<file path="config.mk">
export PLATFORM = sky130hd
export DESIGN_NAME = sm83_cmd_fifo
export DESIGN_NICKNAME = d
export VERILOG_FILES = /design/src/hw/rtl/sm83_pkg.sv /design/src/hw/rtl/sm83_cmd_fifo.sv
export SDC_FILE = /design/constraint.sdc
export NUM_CORES = 1
export LEC_CHECK = 0
export BUFFER_PORTS_ARGS = -buffer_cell sky130_fd_sc_hd__buf_2
export CORE_ASPECT_RATIO = 0.8
export CORE_MARGIN = 2
export CORE_UTILIZATION = 25
export CTS_CLUSTER_SIZE = 40
export DETAILED_ROUTE_END_ITERATION = 12
export PLACE_DENSITY = 0.55
export SLEW_MARGIN = 20
export SYNTH_ARGS = -nofsm -noshare
export SYNTH_HDL_FRONTEND = slang
export SYNTH_SLANG_ARGS = --single-unit
</file>
<file path="constraint.sdc">
create_clock -name clk -period 2.9 [get_ports clk]
set_clock_uncertainty 0.05 [all_clocks]
set_input_delay 0.87 -clock clk [delete_from_list [all_inputs] [get_ports clk]]
set_output_delay 0.87 -clock clk [all_outputs]
set_load 0.02 [all_outputs]
</file>
<file path="src/hw/rtl/sm83_pkg.sv">
package sm83_pkg;

    localparam int MEM_DEPTH = 65536;
    localparam int MEM_AW    = $clog2(MEM_DEPTH);

    // command codes
    localparam logic [1:0] CMD_EXEC  = 2'd0;
    localparam logic [1:0] CMD_WRITE = 2'd1;
    localparam logic [1:0] CMD_READ  = 2'd2;
    localparam logic [1:0] CMD_NONE  = 2'd3;

    // flag bit positions
    localparam int FZ = 3;
    localparam int FN = 2;
    localparam int FH = 1;
    localparam int FC = 0;

    // command entry passed from front to back
    typedef struct packed {
        logic [1:0]  command;
        logic [15:0] address;
        logic [7:0]  write_data;
    } cmd_t;

    // result transaction
    typedef struct packed {
        logic [15:0] program_counter;
        logic [7:0]  opcode;
        logic [7:0]  accumulator;
        logic [3:0]  flag_bits;
        logic [15:0] pair_bc;
        logic [15:0] pair_de;
        logic [15:0] pair_hl;
        logic [15:0] stack_pointer;
        logic [7:0]  read_data;
        logic        illegal_opcode;
    } result_t;

endpackage

</file>
<file path="src/hw/rtl/sm83_cmd_fifo.sv">
// Two-entry command queue between front and back
module sm83_cmd_fifo
(
    input  logic             clk,
    input  logic             rst_n,
    input  logic             push,
    input  sm83_pkg::cmd_t   push_data,
    output logic             full,
    input  logic             pop,
    output sm83_pkg::cmd_t   pop_data,
    output logic             empty
);

    sm83_pkg::cmd_t mem_reg [2];
    logic       wptr_reg, rptr_reg;
    logic [1:0] cnt_reg;

    assign full     = (cnt_reg == 2'd2);
    assign empty    = (cnt_reg == 2'd0);
    assign pop_data = mem_reg[rptr_reg];

    always_ff @(posedge clk)
    begin
        if (push && !full)
            mem_reg[wptr_reg] <= push_data;
    end

    always_ff @(posedge clk or negedge rst_n)
    begin
        if (!rst_n)
        begin
            wptr_reg <= 1'b0;
            rptr_reg <= 1'b0;
            cnt_reg  <= 2'd0;
        end
        else
        begin
            if (push && !full)
                wptr_reg <= ~wptr_reg;
            if (pop && !empty)
                rptr_reg <= ~rptr_reg;
            cnt_reg <= cnt_reg + {1'b0, push && !full} - {1'b0, pop && !empty};
        end
    end

endmodule

</file>
==> results of run 1 <==
[report_power, final]
group	leakage [nW]	switching, mW	internal [mW]
registers	0.528	0.0575	1.11
logic	0.492	0.584	0.460
clock network	0.0414	0.246	0.172
[worst paths after layout]
| path | end | slack, ps |
|---|---|---|
| setup / recovery | pop_data[4] | 490 |
| hold / removal | cnt_reg[0] | 310 |
| setup reg to reg | cnt_reg[1] | 1310 |
| hold reg to reg | cnt_reg[1] | 470 |
| max in group asynchronous | rptr_reg | 2360 |
| min in group clk | cnt_reg[1] | 470 |
[placed cells by master (no fill, tap or decap)]
| cell type | synthesis | layout |
|---|---|---|
| and3_1 | 1 | 1 |
| nand2_1 | 1 | 1 |
| clkbuf_1 | 0 | 1 |
| nor2b_2 | 1 | 1 |
| xor2_1 | 1 | 1 |
| dfrtp_1 | 4 | 3 |
| mux2_2 | 7 | 7 |
| buf_4 | 0 | 5 |
| buf_2 | 0 | 57 |
| clkinv_4 | 0 | 1 |
| inv_1 | 2 | 2 |
| ha_1 | 2 | 2 |
| nor2_1 | 2 | 1 |
| nor2_2 | 0 | 1 |
| mux2_4 | 19 | 19 |
| clkinvlp_4 | 0 | 1 |
| clkbuf_8 | 0 | 5 |
| xnor2_1 | 3 | 3 |
| nand2b_1 | 1 | 1 |
| dfrtp_2 | 0 | 1 |
| edfxtp_1 | 52 | 52 |
[per-stage QoR]
stage	worst slack (ps)	util (%)	power [mW]	cells	area [um2]
floorplan	371	-	2.00	99	2180
global placement	824	30.6	2.26	270	2590
detailed placement	803	30.6	2.26	270	2590
CTS	446	31.6	2.69	278	2680
global route	386	31.6	2.80	278	2680
finish	486	31.6	2.63	278	2680
[cell families (layout without fill, tap and decap cells)]
logic type                 after synthesis  in the layout  synth area share, %
adders and majority gates                2              2                 1.15
DFF                                     56             56                 76.3
xor gates and xnor gates                 4              4                 1.61
muxes                                   26             26                 16.7
and+or+nand+nor                          6              6                 1.49
buffers and inverters                    5             72                 2.70
[routing by layer]
layer / global-route usage (%) / part of all wire [%] / routed length, um / vias to the layer above
met5: 0 / 0 / 0 / -
met2: 11.9 / 44 / 1640 / 36
li1: - / - / - / 505
met1: 11.6 / 49 / 1850 / 511
met4: 2.45 / 0.32 / 12 / 0
met3: 3.22 / 6.7 / 250 / 2
[final cells by class]
| class | instances | area, um2 |
|---|---|---|
| well taps | 112 | 140 |
| flip-flops and latches | 56 | 1660 |
| repair buffers | 62 | 323 |
| clock inverters | 2 | 16.3 |
| fillers | 866 | 5800 |
| clock buffers | 6 | 72.6 |
| multi-input cells | 38 | 459 |
| inverters | 2 | 7.51 |
==> impl_metrics.json, run 1 <==
{
  "grt_usage_pct": 8.29,
  "cts_tree": "yes",
  "clockRootBuffer": "clkbuf_8",
  "hold_viol_final": 0,
  "yosysSeqAreaShare_pct": 76.3,
  "drt_first_pass_iters": 3,
  "drv_cap": 0,
  "fmax_mhz": 414,
  "crit_start": "rptr_reg",
  "rsz0062_at_grt": "no",
  "routed_wl_mm": 3.75,
  "max_stage_delay_ps": 380,
  "critPathMaxFanout": 17,
  "setup_viol": 0,
  "yosysUniqueCellTypes": 15,
  "synth_nets": 131,
  "cts_setup_buffers": 0,
  "power.density_nw_per_um2": 981,
  "die_area_um2": 9480,
  "maxSlewViolCount": 0,
  "clk_pin_slew_ps": 100,
  "drc": 0,
  "min_path_type": "in2async",
  "syn_to_final_growth_pct": 23.2,
  "end_kind": "output pin",
  "cts-buffers-inserted": 5,
  "worst_r2r_startpoint": "cnt_reg[1]",
  "core_um2": 8480,
  "synthTopCellsByArea": "edfxtp_1 72%, mux2_4 13%, dfrtp_1 4.6%",
  "syn_inst": 99,
  "crit_type": "reg2out",
  "synth-main-ff-cell": "edfxtp_1",
  "synthArstFlopShare_pct": 7.14,
  "leakagePower_nw": 1.06,
  "layout.nets": 197,
  "finalCritPeriodShare_pct": 83.2,
  "largest_reg_flops": 52,
  "path_cells": "buf_4 > mux2_2 > buf_2",
  "yosys_warnings": 0,
  "crit_family": "buffers and inverters",
  "period_needed_ps": 2410,
  "start_util_pct": 25.7,
  "die_y_um": 87.5,
  "drt_iter0_drc": 49,
  "synth_common_cells": "52 x edfxtp_1, 19 x mux2_4, 7 x mux2_2",
  "outcome": "completed",
  "antenna_cells": 0,
  "synth_seq_cells": 56,
  "holdWs_ps": 308,
  "cp.depth": 3,
  "port_buffers": 57,
  "syn_area_per_cell_um2": 22.0,
  "wl_per_cell_um": 13.5,
  "clock_path_buffers": 2,
  "grt-ovfl-total": 0,
  "slew-limit-headroom_pct": 74.7,
  "routed_via_density": 3.79,
  "ant_nets": 0,
  "crit_path_start_kind": "flop",
  "grt_start_max_net_pins": 27,
  "h-tree-depth": 2,
  "ir_drop_mv": 0.527,
  "crit_required_ps": 1980,
  "cts.sinks": 56,
  "dieWidth_um": 108,
  "hold_buffers": 0,
  "cp_slowest_cell": "mux2_2",
  "worstMarginPinSlew_ps": 380,
  "drive_gt1_share_pct": 59.0,
  "crit_buf_inv": 2,
  "synthesis.area_um2": 2180,
  "yosysMostFrequentCell": "edfxtp_1",
  "hpwl_mm": 2.59,
  "via_count": 1054,
  "netlist.area_leader.share_pct": 71.7,
  "pin_count": 58,
  "antenna_found_initial": 0,
  "synth_top_cell_by_area": "edfxtp_1",
  "grt_pass1_vias": 1083,
  "arrival_ps": 1490,
  "cts_resized": 0,
  "synth_edf_count": 52,
  "r2r_cells": 7,
  "row_count": 30,
  "clk_latency_ps": 300,
  "gp_congestion": 0.611,
  "fin_tns_setup_ps": 0,
  "grt_pass1_wl_mm": 5.69
}
No activity file was read; power rests on OpenSTA's default activity.
==> run 2: changes to the inputs <==
PLACE_DENSITY = 0.56   (was 0.55)
clock period = 2.2 ns   (was 2.9 ns; I/O delays follow)
==> run 2 against run 1 <==
Net effect: hold slack worse by 220 ps; routed wire length is 0.29% lower; design area is 3.4% higher; sequential power is 32% higher; critical path depth stayed put; die area stayed put; via count is 0.66% higher; final cell count stayed put; critical path type unchanged; critical endpoint is now pop_data[6]; largest cell class unchanged; largest power group unchanged; highest routed layer unchanged.
==> impl_metrics.json, run 2 (synthesized netlist as in run 1, its figures left out) <==
{
  "outcome": "completed",
  "antenna_cells": 0,
  "power_frac_comb_pct": 42.0,
  "start_util_pct": 25.7,
  "largest_reg_flops": 52,
  "period_needed_ps": 2160,
  "crit_required_ps": 1490,
  "r2r_cells": 7,
  "power.density_nw_per_um2": 1320,
  "clkPwrFrac_pct": 15.4,
  "clock_path_buffers": 2,
  "die_area_um2": 9480,
  "crit_type": "reg2out",
  "fillers": 845,
  "h-tree-depth": 2,
  "multiInputGateArea_um2": 470,
  "rsz0062_at_grt": "yes",
  "seqPwrFrac_pct": 42.5,
  "clk_latency_ps": 300,
  "crit_path_start_kind": "flop",
  "routed_via_density": 3.82,
  "reg2reg_setup_slack_ps": 620,
  "drive_gt1_share_pct": 59.6,
  "gp_congestion": 0.614,
  "final_cell_mix": "52 x edfxtp_1, 51 x buf_2, 22 x mux2_4",
  "sw_frac_of_total_pct": 33.2,
  "slew-limit-headroom_pct": 74.1,
  "end_kind": "output pin",
  "cp.depth": 3,
  "mostFrequentLayoutCell": "edfxtp_1",
  "drv_cap": 0,
  "drt_iter0_drc": 38,
  "via_count": 1061,
  "maxSlewViolCount": 0,
  "pin_count": 58,
  "grt_pass1_wl_mm": 5.47,
  "ant_nets": 0,
  "antenna_found_initial": 0,
  "dieWidth_um": 108,
  "core_um2": 8480,
  "arrival_ps": 1450,
  "ir_drop_mv": 0.720,
  "leakagePower_nw": 1.11,
  "path_cells": "clkbuf_16 > mux2_4 > buf_2",
  "cts-buffers-inserted": 5,
  "layout.nets": 197,
  "port_buffers": 57,
  "cts.sinks": 56,
  "worstMarginPinSlew_ps": 389,
  "grt_usage_pct": 7.85,
  "routed_wl_mm": 3.74,
  "crit_start": "rptr_reg",
  "holdWs_ps": 89.2,
  "crit_family": "flip-flops",
  "cp_slowest_cell": "dfrtp_2",
  "wl_per_cell_um": 13.5,
  "grt_pass1_vias": 1086,
  "seq_area_um2": 1660,
  "row_count": 30,
  "dp_cells": 268,
  "drt_first_pass_iters": 3,
  "p_int_mw": 2.44,
  "p_sw_mw": 1.21,
  "min_path_type": "in2async",
  "cts_tree": "yes",
  "grt-ovfl-total": 0,
  "setup_viol": 0,
  "drc": 0,
  "crit_buf_inv": 2,
  "hold_viol_final": 0,
  "syn_to_final_growth_pct": 27.3,
  "fmax_mhz": 464,
  "final_cells": 278,
  "crit_path_end": "pop_data[6]",
  "clockRootBuffer": "clkbuf_8",
  "max_stage_delay_ps": 470,
  "die_y_um": 87.5,
  "fin_tns_setup_ps": 0,
  "finalCritPeriodShare_pct": 98.1,
  "r2r_end": "cnt_reg[1]",
  "grt_start_max_net_pins": 27,
  "critPathMaxFanout": 13,
  "worst_r2r_startpoint": "cnt_reg[1]",
  "clk_pin_slew_ps": 100
}
[run 2: changes by cell type in the layout (fill, tap and decap cells not counted), sizes merged]
cell,previous run,this run
inv,2,3
clkinvlp,1,0
clkinv,1,2
buf,62,61
[run 2: metal layers]
metal | track usage [%] | vias up | wire, um
li1 | - | 506 | -
met1 | 9.90 | 512 | 1780
met2 | 12.4 | 38 | 1610
met3 | 3.14 | 5 | 320
met4 | 2.45 | 0 | 32
met5 | 0 | - | 0
[run 2: what timing repair did]
action                                 CTS  global route
gates cloned                             0             1
setup endpoints to repair                2             5
buffers inserted                         0             1
endpoints found under the hold margin    0             0
gates resized for setup                  2            12
hold buffers                             0             0
[run 2: layout make-up]
cell class	count	area share, %
clock buffers	5	2.48
repair buffers	62	14.4
clock inverters	3	0.813
flip-flops and latches	56	60.0
inverters	2	0.271
well taps	112	5.06
multi-input cells	38	17.0
[run 2: worst min-delay path by stage]
stage	endpoint	slack [ps]	start
after global placement	cnt_reg[0]	420	rst_n
after detailed placement	cnt_reg[0]	420	rst_n
after floorplan	cnt_reg[0]	310	rst_n
final	wptr_reg	90	rst_n
after global routing	wptr_reg	80	rst_n
after CTS	wptr_reg	80	rst_n
[run 2: stage by stage]
stage	total power [mW]	util (%)	instance area, um2	setup slack [ps]
2_1_floorplan	2.63	-	2180	304
3_3_place_gp	2.98	30.7	2600	371
3_5_place_dp	3.00	30.7	2600	358
4_1_cts	3.58	31.8	2700	-2.17
5_1_grt	3.88	32.7	2770	-19.7
6_report	3.65	32.7	2770	42.6
[run 2: power groups by stage]
stage	sequential (mW)	combinational (mW)	clock, mW
after floorplan	1.55	1.09	0
after global placement	1.57	1.42	0
after detailed placement	1.57	1.43	0
after CTS	1.55	1.44	0.599
after global routing	1.58	1.66	0.641
final	1.55	1.53	0.564
